--- config.mk ---
export PLATFORM = sky130hd
export DESIGN_NAME = line_message_framer
export DESIGN_NICKNAME = d
export VERILOG_FILES = /design/src/hw/rtl/lmf_pkg.sv /design/src/hw/rtl/lmf_out_queue.sv /design/src/hw/rtl/line_message_framer.sv
export SDC_FILE = /design/constraint.sdc
export NUM_CORES = 2
export LEC_CHECK = 0
export ABC_AREA = 0
export BUFFER_PORTS_ARGS = -buffer_cell sky130_fd_sc_hd__buf_2
export CORE_UTILIZATION = 50
export DETAILED_ROUTE_END_ITERATION = 10
export PLACE_DENSITY = 0.71
export SLEW_MARGIN = 30
export SYNTH_ARGS = -nofsm -noshare
export SYNTH_HDL_FRONTEND = slang
export SYNTH_SLANG_ARGS = --single-unit
--- constraint.sdc ---
create_clock -name i_clk -period 6.2 [get_ports i_clk]
set_input_delay 1.24 -clock i_clk [delete_from_list [all_inputs] [get_ports i_clk]]
set_output_delay 1.24 -clock i_clk [all_outputs]
set_load 0.02 [all_outputs]
--- src/hw/rtl/lmf_pkg.sv ---
// Shared types and constants for the line message framer.
package lmf_pkg;

    // Operation carried in tuser
    typedef enum logic [1:0] {
        FN_RECV    = 2'd0,
        FN_RELEASE = 2'd1,
        FN_READ    = 2'd2,
        FN_SPARE   = 2'd3
    } t_func;

    localparam logic [7:0] CH_CR    = 8'h0D;
    localparam logic [7:0] CH_LF    = 8'h0A;
    localparam logic [7:0] CH_QUERY = 8'h3F;

    localparam int unsigned IN_DATA_W  = 16;
    localparam int unsigned IN_USER_W  = 2;
    localparam int unsigned OUT_DATA_W = 24;

    // Result word, first member in the highest bits (accepted lands in bit 0)
    typedef struct packed {
        logic [7:0] read_byte;
        logic       has_query;
        logic [5:0] line_length;
        logic       overflow;
        logic       line_ready;
        logic       accepted;
    } t_result;

endpackage

--- src/hw/rtl/lmf_out_queue.sv ---
// Small result queue that decouples the update stage from the output stream.
module lmf_out_queue #(
    parameter int unsigned DEPTH = 4
) (
    input  logic                       i_clk,
    input  logic                       i_rst_n,
    input  logic                       i_push,
    input  lmf_pkg::t_result           i_data,
    input  logic                       i_ready,
    output logic                       o_valid,
    output lmf_pkg::t_result           o_data,
    output logic [$clog2(DEPTH+1)-1:0] o_level
);

    localparam int unsigned PW = (DEPTH > 1) ? $clog2(DEPTH) : 1;
    localparam int unsigned CW = $clog2(DEPTH + 1);

    lmf_pkg::t_result r_mem [DEPTH];
    logic [PW-1:0]    r_wp, r_rp;
    logic [CW-1:0]    r_cnt;
    logic             pop;

    assign o_valid = (r_cnt != '0);
    assign o_data  = r_mem[r_rp];
    assign o_level = r_cnt;
    assign pop     = o_valid && i_ready;

    always_ff @(posedge i_clk) begin
        if (i_push) begin
            r_mem[r_wp] <= i_data;
        end
    end

    always_ff @(posedge i_clk) begin
        if (!i_rst_n) begin
            r_wp  <= '0;
            r_rp  <= '0;
            r_cnt <= '0;
        end else begin
            if (i_push) begin
                r_wp <= (r_wp == PW'(DEPTH - 1)) ? '0 : PW'(r_wp + 1'b1);
            end
            if (pop) begin
                r_rp <= (r_rp == PW'(DEPTH - 1)) ? '0 : PW'(r_rp + 1'b1);
            end
            case ({i_push, pop})
                2'b10:   r_cnt <= CW'(r_cnt + 1'b1);
                2'b01:   r_cnt <= CW'(r_cnt - 1'b1);
                default: r_cnt <= r_cnt;
            endcase
        end
    end

endmodule

--- src/hw/rtl/line_message_framer.sv ---
// Line message framer: collects newline-terminated lines, one buffer per interface.
// One word a cycle is taken and answered, back to back; the result of a word passes the
// update stage registers and then the result queue before it is valid on m_axis.
// The rate is set by the single read-modify-
// write of the per-interface state memory (ready, query, length), read in the accept
// cycle and written the cycle after, with one-word forwarding for the same interface and
// for the line store. Reset needs no clearing pass: per-interface valid bits make state
// read as zero until written. A four-entry result queue keeps input flowing while
// m_axis is stalled; s_axis_tready drops only when that queue would fill.
module line_message_framer #(
    parameter int unsigned NUM_IFACES = 4,
    parameter int unsigned BUF_SIZE   = 64
) (
    input  logic        i_clk,
    input  logic        i_rst_n,
    input  logic        s_axis_tvalid,
    output logic        s_axis_tready,
    input  logic [15:0] s_axis_tdata,   // iface[1:0], data_byte[9:2], read_index[15:10]
    input  logic [1:0]  s_axis_tuser,   // func[1:0]
    output logic        m_axis_tvalid,
    input  logic        m_axis_tready,
    output logic [23:0] m_axis_tdata    // accepted, line_ready, overflow, line_length[8:3],
                                        // has_query, read_byte[17:10], zero pad
);

    localparam int unsigned IF_W     = (NUM_IFACES > 1) ? $clog2(NUM_IFACES) : 1;
    localparam int unsigned LEN_W    = $clog2(BUF_SIZE);
    localparam int unsigned AW       = IF_W + LEN_W;
    localparam int unsigned OQ_DEPTH = 4;
    localparam int unsigned OQ_CW    = $clog2(OQ_DEPTH + 1);

    typedef struct packed {
        logic             rdy;
        logic             qry;
        logic [LEN_W-1:0] len;
    } t_line_st;

    // ---------------- input decode ----------------
    logic [IF_W+1:0]  if_ext;
    logic [IF_W-1:0]  if_idx;
    logic             if_ok;
    logic [LEN_W+5:0] idx_ext;
    logic [LEN_W-1:0] idx_pos;
    logic             idx_ok;
    logic             in_acc;

    assign if_ext  = {{IF_W{1'b0}}, s_axis_tdata[1:0]};
    assign if_idx  = if_ext[IF_W-1:0];
    assign if_ok   = (if_ext < (IF_W + 2)'(NUM_IFACES));
    assign idx_ext = {{LEN_W{1'b0}}, s_axis_tdata[15:10]};
    assign idx_pos = idx_ext[LEN_W-1:0];
    assign idx_ok  = (idx_ext < (LEN_W + 6)'(BUF_SIZE));
    assign in_acc  = s_axis_tvalid && s_axis_tready;

    // ---------------- memories ----------------
    t_line_st   st_mem [1 << IF_W];
    logic [7:0] ls_mem [1 << AW];
    logic [(1 << IF_W)-1:0] r_st_vld;

    // ---------------- update stage registers ----------------
    logic             r_s1_vld;
    lmf_pkg::t_func   r_s1_func;
    logic [IF_W-1:0]  r_s1_if;
    logic             r_s1_if_ok;
    logic [7:0]       r_s1_byte;
    logic             r_s1_idx_ok;
    t_line_st         r_st_rd;
    logic             r_st_rd_v;
    logic             r_fwd_hit;
    t_line_st         r_fwd_st;
    logic [7:0]       r_ls_rd;
    logic             r_ls_fwd_hit;
    logic [7:0]       r_ls_fwd_byte;

    t_line_st         st_cur;
    t_line_st         st_next;
    logic             ls_wr;
    logic [AW-1:0]    ls_wr_addr;
    logic [7:0]       rd_byte;
    logic [LEN_W+5:0] len_ext;
    lmf_pkg::t_result res;
    logic [OQ_CW-1:0] oq_level;
    lmf_pkg::t_result oq_data;

    assign st_cur = r_fwd_hit ? r_fwd_st : (r_st_rd_v ? r_st_rd : '0);
    assign rd_byte = r_ls_fwd_hit ? r_ls_fwd_byte : r_ls_rd;
    assign ls_wr_addr = {r_s1_if, st_cur.len};

    always_comb begin
        st_next = st_cur;
        ls_wr   = 1'b0;
        res     = '0;
        case (r_s1_func)
            lmf_pkg::FN_RECV: begin
                if (!st_cur.rdy) begin
                    res.accepted = 1'b1;
                    if (st_cur.len >= LEN_W'(BUF_SIZE - 1)) begin
                        st_next.len  = '0;
                        st_next.qry  = 1'b0;
                        res.overflow = 1'b1;
                    end else if (r_s1_byte != lmf_pkg::CH_CR) begin
                        ls_wr       = 1'b1;
                        st_next.len = LEN_W'(st_cur.len + 1'b1);
                        if (r_s1_byte == lmf_pkg::CH_QUERY) begin
                            st_next.qry = 1'b1;
                        end
                        // newline completes a line unless it is the first byte
                        if (r_s1_byte == lmf_pkg::CH_LF && st_cur.len != '0) begin
                            st_next.rdy = 1'b1;
                        end
                    end
                end
            end
            lmf_pkg::FN_RELEASE: begin
                if (st_cur.rdy) begin
                    st_next = '0;
                end
            end
            lmf_pkg::FN_READ: begin
                res.read_byte = r_s1_idx_ok ? rd_byte : 8'd0;
            end
            default: begin
                st_next = st_cur;
            end
        endcase
        len_ext         = {6'd0, st_next.len};
        res.line_ready  = st_next.rdy;
        res.line_length = len_ext[5:0];
        res.has_query   = st_next.rdy && st_next.qry;
        if (!r_s1_if_ok) begin
            res   = '0;
            ls_wr = 1'b0;
        end
    end

    // memory ports: read at accept, write back from the update stage
    always_ff @(posedge i_clk) begin
        if (r_s1_vld && r_s1_if_ok) begin
            st_mem[r_s1_if] <= st_next;
        end
        if (in_acc) begin
            r_st_rd <= st_mem[if_idx];
        end
    end

    always_ff @(posedge i_clk) begin
        if (r_s1_vld && ls_wr) begin
            ls_mem[ls_wr_addr] <= r_s1_byte;
        end
        if (in_acc) begin
            r_ls_rd <= ls_mem[{if_idx, idx_pos}];
        end
    end

    always_ff @(posedge i_clk) begin
        if (in_acc) begin
            r_s1_func     <= lmf_pkg::t_func'(s_axis_tuser);
            r_s1_if       <= if_idx;
            r_s1_if_ok    <= if_ok;
            r_s1_byte     <= s_axis_tdata[9:2];
            r_s1_idx_ok   <= idx_ok;
            r_st_rd_v     <= r_st_vld[if_idx];
            r_fwd_st      <= st_next;
            r_ls_fwd_byte <= r_s1_byte;
        end
    end

    always_ff @(posedge i_clk) begin
        if (!i_rst_n) begin
            r_s1_vld     <= 1'b0;
            r_st_vld     <= '0;
            r_fwd_hit    <= 1'b0;
            r_ls_fwd_hit <= 1'b0;
        end else begin
            r_s1_vld <= in_acc;
            if (r_s1_vld && r_s1_if_ok) begin
                r_st_vld[r_s1_if] <= 1'b1;
            end
            if (in_acc) begin
                // the write landing this edge is not yet visible to the read
                r_fwd_hit    <= r_s1_vld && r_s1_if_ok && (r_s1_if == if_idx);
                r_ls_fwd_hit <= r_s1_vld && ls_wr && (ls_wr_addr == {if_idx, idx_pos});
            end
        end
    end

    // ---------------- result queue ----------------
    lmf_out_queue #(
        .DEPTH (OQ_DEPTH)
    ) u_oq (
        .i_clk   (i_clk),
        .i_rst_n (i_rst_n),
        .i_push  (r_s1_vld),
        .i_data  (res),
        .i_ready (m_axis_tready),
        .o_valid (m_axis_tvalid),
        .o_data  (oq_data),
        .o_level (oq_level)
    );

    // room for the word in the update stage plus the one accepted now
    assign s_axis_tready = (({1'b0, oq_level} + (OQ_CW + 1)'(r_s1_vld))
                            < (OQ_CW + 1)'(OQ_DEPTH));
    assign m_axis_tdata  = {6'd0, oq_data};

    // ---------------- assertions ----------------
    a_no_push_full: assert property (@(posedge i_clk) disable iff (!i_rst_n)
        r_s1_vld |-> (oq_level < OQ_CW'(OQ_DEPTH)))
        else $error("result pushed into full queue");

    a_ovf_is_acc: assert property (@(posedge i_clk) disable iff (!i_rst_n)
        (r_s1_vld && res.overflow) |-> res.accepted)
        else $error("overflow without accepting the byte");

    a_ready_len: assert property (@(posedge i_clk) disable iff (!i_rst_n)
        (r_s1_vld && r_s1_if_ok && st_next.rdy && !st_cur.rdy) |-> (st_next.len > LEN_W'(1)))
        else $error("line marked ready with length of one or less");

    a_bad_if: assert property (@(posedge i_clk) disable iff (!i_rst_n)
        (r_s1_vld && !r_s1_if_ok) |-> (res == '0 && !ls_wr))
        else $error("out of range interface changed state or result");

    a_fwd_src: assert property (@(posedge i_clk) disable iff (!i_rst_n)
        (r_s1_vld && r_fwd_hit) |-> $past(r_s1_vld))
        else $error("forward hit without a preceding update");

endmodule

== After elaboration in Yosys (flattened, before gate mapping) ==
Memories as Yosys holds them, arrays and structs flattened. A register that Yosys moved wholly into a read port is not among the register bits.
Cells that the tools add are included.

* Output and inout port bits: 26
* Bits of input ports: 22
* Memories: 3
* Bits in writable memories: 2152
* Logic and storage cells: 97
* Register bits after elaboration: 45

* Multiplexer cells: 39
* Reductions and logical operators: 13
* Eq/ne operators: 11
* Order comparisons: 7
* $add $sub $neg: 6
* Bitwise gates (word level): 1

{| class="wikitable"
|+ Memory list
! memory !! words !! bits a word !! read ports !! clocked after Yosys merged registers in !! write ports !! RTL line !! source
|-
| ls_mem || 256 || 8 || 1 || 1 || 1 || line_message_framer.sv:57 || <nowiki>logic [7:0] ls_mem [1 << AW];</nowiki>
|-
| u_oq.r_mem || 4 || 18 || 1 || 1 || 1 || lmf_out_queue.sv:18 || <nowiki>lmf_pkg::t_result r_mem [DEPTH];</nowiki>
|-
| st_mem || 4 || 8 || 1 || 1 || 1 || line_message_framer.sv:56 || <nowiki>t_line_st st_mem [1 << IF_W];</nowiki>
|}

{| class="wikitable"
|+ Operator list
! operator !! number
|-
| $mux W8 || 7
|-
| $mux W1 || 21
|-
| $mux W18 || 1
|-
| $pmux W8 S2 || 1
|-
| $mux W7 || 2
|-
| $logic_and A1 B1 Y1 || 9
|-
| $lt A2 B3 Y1 const B || 3
|-
| $eq A2 B2 Y1 const B || 4
|-
| $eq A8 B4 Y1 const B || 1
|-
| $eq A8 B6 Y1 const B || 1
|-
| $eq A8 B8 Y1 || 1
|-
| $mux W2 || 4
|-
| $ne A8 B4 Y1 const B || 1
|-
| $lt A6 B7 Y1 const B || 1
|-
| $add A6 B1 Y6 const B || 1
|-
| $ge A6 B6 Y1 const B || 1
|-
| $pmux W3 S2 || 1
|-
| $reduce_bool A6 Y1 || 1
|-
| $add A2 B1 Y2 const B || 2
|-
| $add A3 B1 Y4 || 1
|-
| $eq A2 B1 Y1 const B || 2
|-
| $lt A4 B3 Y1 const B || 1
|-
| $or A4 B4 Y4 || 1
|-
| $add A3 B1 Y3 const B || 1
|-
| 8 further kinds || 8
|}

== Longest topological paths before layout ==
* Depth in word-level cells: 11
* Depth in mapped cells: 13
* Depth with buffers taken out: 10

== By module ==
A second synthesis with hierarchy kept.

* Cell total of the unflattened synthesis: 4125
* Area, all modules: 85812.3 µm²

{| class="wikitable"
|+ Modules (own cells, without submodules)
! module !! cells an instance !! seq. area each (µm²) !! instances !! area each (µm²)
|-
| line_message_framer || 3981 || 63951.3 || 1 || 82709.3
|-
| lmf_out_queue || 144 || 2342.2 || 1 || 3103.0
|}

== Worst setup path before layout ==
No wires, ideal clock.

* Path type: reg-to-reg
* Start point: register r_s1_byte[7]
* End point: memory ls_mem[147][0], enable pin
* Buffers on the path: 2
* Stages on the path, launching flop included: 9
* Data required time: 5.830 ns
* Setup slack: 0.431 ns
* Clock period less this slack: 5.769 ns
* Arrival: 5.398 ns
* Cells stage by stage: edfxtp_1 -> nor4_1 -> nand4_1 -> and4_1 -> inv_1 -> clkbuf_1 -> or3_1 -> clkbuf_1 -> nor2_1

* Word-level cells in the longest chain between the ends: 9

{| class="wikitable"
|+ Ends and longest elaborated chain
! what !! RTL line !! source
|-
| from (decl) || line_message_framer.sv:65 || <nowiki>logic [7:0] r_s1_byte;</nowiki>
|-
| from (signal assigned) || line_message_framer.sv:160 || <nowiki>r_s1_byte <= s_axis_tdata[9:2];</nowiki>
|-
| $ne A8 B4 Y1 || line_message_framer.sv:101 || <nowiki>end else if (r_s1_byte != lmf_pkg::CH_CR) begin</nowiki>
|-
| $mux W1 || line_message_framer.sv:101 ||
|-
| $mux W1 || line_message_framer.sv:97 || <nowiki>if (st_cur.len >= LEN_W'(BUF_SIZE - 1)) begin</nowiki>
|-
| $mux W1 || line_message_framer.sv:95 || <nowiki>if (!st_cur.rdy) begin</nowiki>
|-
| $mux W1 || line_message_framer.sv:93 || <nowiki>case (r_s1_func)</nowiki>
|-
| $mux W1 || line_message_framer.sv:130 || <nowiki>if (!r_s1_if_ok) begin</nowiki>
|-
| $logic_and A1 B1 Y1 || line_message_framer.sv:147 || <nowiki>if (r_s1_vld && ls_wr) begin</nowiki>
|-
| $mux W1 || line_message_framer.sv:147 ||
|-
| $mux W1 (implied by the code) || line_message_framer.sv:148 || <nowiki>ls_mem[ls_wr_addr] <= r_s1_byte;</nowiki>
|-
| to (decl) || line_message_framer.sv:57 ||
|}

No other way between the ends.

== Worst setup path after layout ==
* Start point: register r_fwd_hit
* End point: memory ls_mem[64][0], enable pin

* Word-level cells in the longest chain between the ends: 9

{| class="wikitable"
|+ Ends and longest elaborated chain
! what !! RTL line !! source
|-
| from (decl) || line_message_framer.sv:69 || <nowiki>logic r_fwd_hit;</nowiki>
|-
| from (signal assigned) || line_message_framer.sv:181 || <nowiki>r_fwd_hit <= r_s1_vld && r_s1_if_ok && (r_s1_if == if_idx);</nowiki>
|-
| $mux W8 * || line_message_framer.sv:85 || <nowiki>assign st_cur = r_fwd_hit ? r_fwd_st : (r_st_rd_v ? r_st_rd : '0);</nowiki>
|-
| $ge A6 B6 Y1 || line_message_framer.sv:97 ||
|-
| $mux W1 || line_message_framer.sv:97 ||
|-
| $mux W1 || line_message_framer.sv:95 ||
|-
| $mux W1 || line_message_framer.sv:93 ||
|-
| $mux W1 || line_message_framer.sv:130 ||
|-
| $logic_and A1 B1 Y1 || line_message_framer.sv:147 ||
|-
| $mux W1 || line_message_framer.sv:147 ||
|-
| $mux W1 (implied by the code) || line_message_framer.sv:148 ||
|}

Every way passes the cells marked *; elsewhere a longest branch is shown, timed or not.

==> out/metrics.yaml <==
floorplan:
  start_util: 0.5032
  core_area_sq_mm: 0.1715
  row_count: 152
  dieHeight_microns: 417.5
  die_x_microns: 417.5
  dieArea_sq_mm: 0.1743
  ioPinCount: 48
critical_path:
  crit_path_max_incr_delay_ps: 850
  crit_family: "simple AND/OR/NAND/NOR gates"
  rrSetupSlack_ps: 1100
  cp_num_buf_inv: 2
  required_ps: 6670
  critPathMaxFanout: 20
  crit_arrival_ps: 5580
  worst_setup_path_end_kind: "flop"
  crit_type: "flop to flop"
  path_cells: "nor2b_1 -> a22oi_1 -> inv_1 -> ha_1 -> inv_1 -> a221o_1 -> and4_1 -> and4_1 -> nand2_1 -> nor2_1"
  cp_slowest_cell: "nor2_1"
  crit_path_start_kind: "flop"
route:
  wire_per_inst_microns: 30.86
  remaining_drc_errors: 0
  drt_iter0_drc: 5786
  via_per_inst: 6.364
  drt_wl_total_microns: 207000
  num_vias: 42680
  first_pass_iters: 9
  ant_nets: 0
logic_synthesis:
  synth_area_leaders: "edfxtp_1 (76%), mux4_2 (12%), mux2i_1 (1.8%), nor2_1 (1.3%), a22oi_1 (0.90%)"
  synth_warnings: 0
  syn_inst: 4071
  syn_area_sq_mm: 0.08631
  ys.flop_type: "edfxtp_1"
  muxShareOfSynthArea: 0.1483
  synth_edf_count: 2197
  synth_compound_area_frac: 0.03092
  synth.yosys.seq_area_share: 0.7681
  yosysMostFrequentCell: "edfxtp_1"
  synth_top_family_by_area: "multiplexers"
  synth_common_cells: "edfxtp_1 (2197), mux4_2 (464), nor2_1 (296), mux2i_1 (159), a22oi_1 (104)"
  post_synth_and_or_nand_nor_area_fraction: 0.02963
  synthAdderAreaFrac: 0.001537
  synth_top_area_share: 0.7644
  synth_area_per_cell_sq_um: 21.20
  synth_xor_area_frac: 0.001319
  yosys.area.top_type: "edfxtp_1"
  async_flop_share: 0
  synth_cell_types: 74
  ys_ff_latch: 2213
sta:
  timing.slew.headroom: 0.2247
  hold_viol_final: 0
  drv_slew: 0
  timing.fmax_mhz: 195.9
  worst-slew-pin-transition_ps: 1163
  timing.final.crit_share: 0.8232
  finalClockSkew_ps: 32.33
  rsz0062_at_grt: "false"
  fin_crit_ps: 5104
  tns_ps: 0
  setup_violations: 0
clock_network:
  cts_buffers: 204
  post_cts_buffers: 0
  cts.root.buffer_cell: "clkbuf_16"
  holdBufCountCts: 0
  clk_latency_ps: 850
  cts_max_level: 4
  clkTransAtPathRegs_ps: 70
  cts.sinks: 2213
  cts.repair.resized: 0
  clock_path_buffers: 3
  tritoncts: "done"
global_routing:
  grt_pass1_vias: 41750
  grt_max_degree: 186
  grt_util_met1: 0.3390
  met2_usage: 0.3642
  grt_overflow_total: 0
  grtUsageTotal: 0.2388
  gr-usage-met3: 0.06264
  grt_pass1_wl_microns: 299200
  top_usage_layer: "met2"
  antenna_found_initial: 8
cells_and_area:
  filler_cell_count: 12380
  postLayoutCellArea_sq_mm: 0.09563
  layout-drive-gt1-share: 0.2146
  layout.nets: 4249
  area_delta_synth_final_pct: 10.79
power:
  pwr_density_cell_mw_per_mm2: 330.9
  irDropWorstVdd_v: 0.0003185
  p_leak_nw: 29.69
run:
  maxCapViolations: 0
placement:
  portBuffers: 41
  dpl.hpwl_microns: 123600
  post_dp_cell_area_sq_mm: 0.08896
  place.gp.congestion: 0.8838
min_path:
  hold_class: "flop to flop"
outcome:
  status: "finished clean"
-- cell usage in the layout (no fill, tap or decap), types with 23 or more instances in the layout --
cell type / n
a211oi_1: 27
a21oi_1: 62
a22oi_1: 104
buf_2: 37
buf_4: 91
clkbuf_1: 37
clkbuf_16: 206
clkinv_1: 44
clkinv_2: 34
conb_1: 38
edfxtp_1: 2197
mux2i_1: 159
mux4_1: 27
mux4_2: 464
nand2_1: 63
nand3_1: 26
nor2_1: 290
nor3_1: 23
nor4_1: 27
o221ai_1: 43
o22ai_1: 46
-- where the power goes --
group          internal (mW)  switching, mW
clock                   6.97           5.48
combinational          0.656           1.55
sequential              16.9         0.0850
-- worst paths after layout --
check | to | from | cells after the start
worst max-delay path | ls_mem[64][0] | r_fwd_hit | 10
worst min-delay path | r_st_vld[2] | r_st_vld[2] | 1
worst min register to register | r_st_vld[2] | r_st_vld[2] | 1
worst max register to register | ls_mem[64][0] | r_fwd_hit | 10
-- through the flow --
step / worst slack, ps / total power [mW] / cells / util / hold slack [ps]
2_1_floorplan: 431.4 / 18.70 / 4108 / - / 435.4
3_3_place_gp: 1177 / 19.46 / 6320 / 0.5185 / 442.5
3_5_place_dp: 1117 / 19.51 / 6320 / 0.5186 / 454.1
4_1_cts: 1266 / 31.72 / 6698 / 0.5572 / 469.6
5_1_grt: 862.8 / 32.40 / 6699 / 0.5574 / 499.6
6_report: 1096 / 31.65 / 6706 / 0.5575 / 467.9
-- flip-flops by register name, indices dropped and copies added (netlist names), 2 cells and up, named ones only --
| signal | cells |
|---|---|
| r_s1_byte | 8 |
| r_ls_fwd_byte | 8 |
| u_oq.r_rp | 2 |
| r_s1_if | 2 |
| u_oq.r_wp | 2 |
| r_ls_rd | 8 |
| u_oq.o_level | 3 |
| r_s1_func | 2 |
| r_fwd_st | 8 |
| u_oq.r_mem | 72 |
| st_mem | 32 |
| ls_mem | 2048 |
| r_st_rd | 8 |
| r_st_vld | 4 |
-- cells by family after synthesis --
kind of cell,after synthesis
flip-flops,2213
multiplexers,654
AND/OR/NAND/NOR,550
AO/OA/AOI/OAI,370
buffers and inverters,260
XOR/XNOR,13
adder cells (fa/ha/maj),10
other,1
-- layout make-up --
type,count,area (sq um),share of cell area
sequential,2213,66290,0.6932
multi-input combinational,1635,18470,0.1931
clock buffer,245,5321,0.05565
tap,2310,2890,0.03022
timing repair buffer,151,1301,0.01361
clock inverter,133,1292,0.01352
inverter,12,47.55,0.0004972
antenna,7,17.52,0.0001832
-- worst reg2reg max path: stages, from the launching register on --
cell	delay, ps
dfxtp_1	680
nor2b_1	250
a22oi_1	690
inv_1	170
ha_1	330
inv_1	110
a221o_1	180
and4_1	350
and4_1	540
nand2_1	560
nor2_1	860
-- layer usage --
metal / up-vias / share of wire / wire length (microns)
met5: - / 0.00038 / 79
met4: 12 / 0.031 / 6467
met3: 399 / 0.11 / 23030
met2: 2599 / 0.47 / 97030
met1: 22360 / 0.39 / 80350
li1: 17310 / - / -
Note: power is estimated with default switching activity, not from simulation.
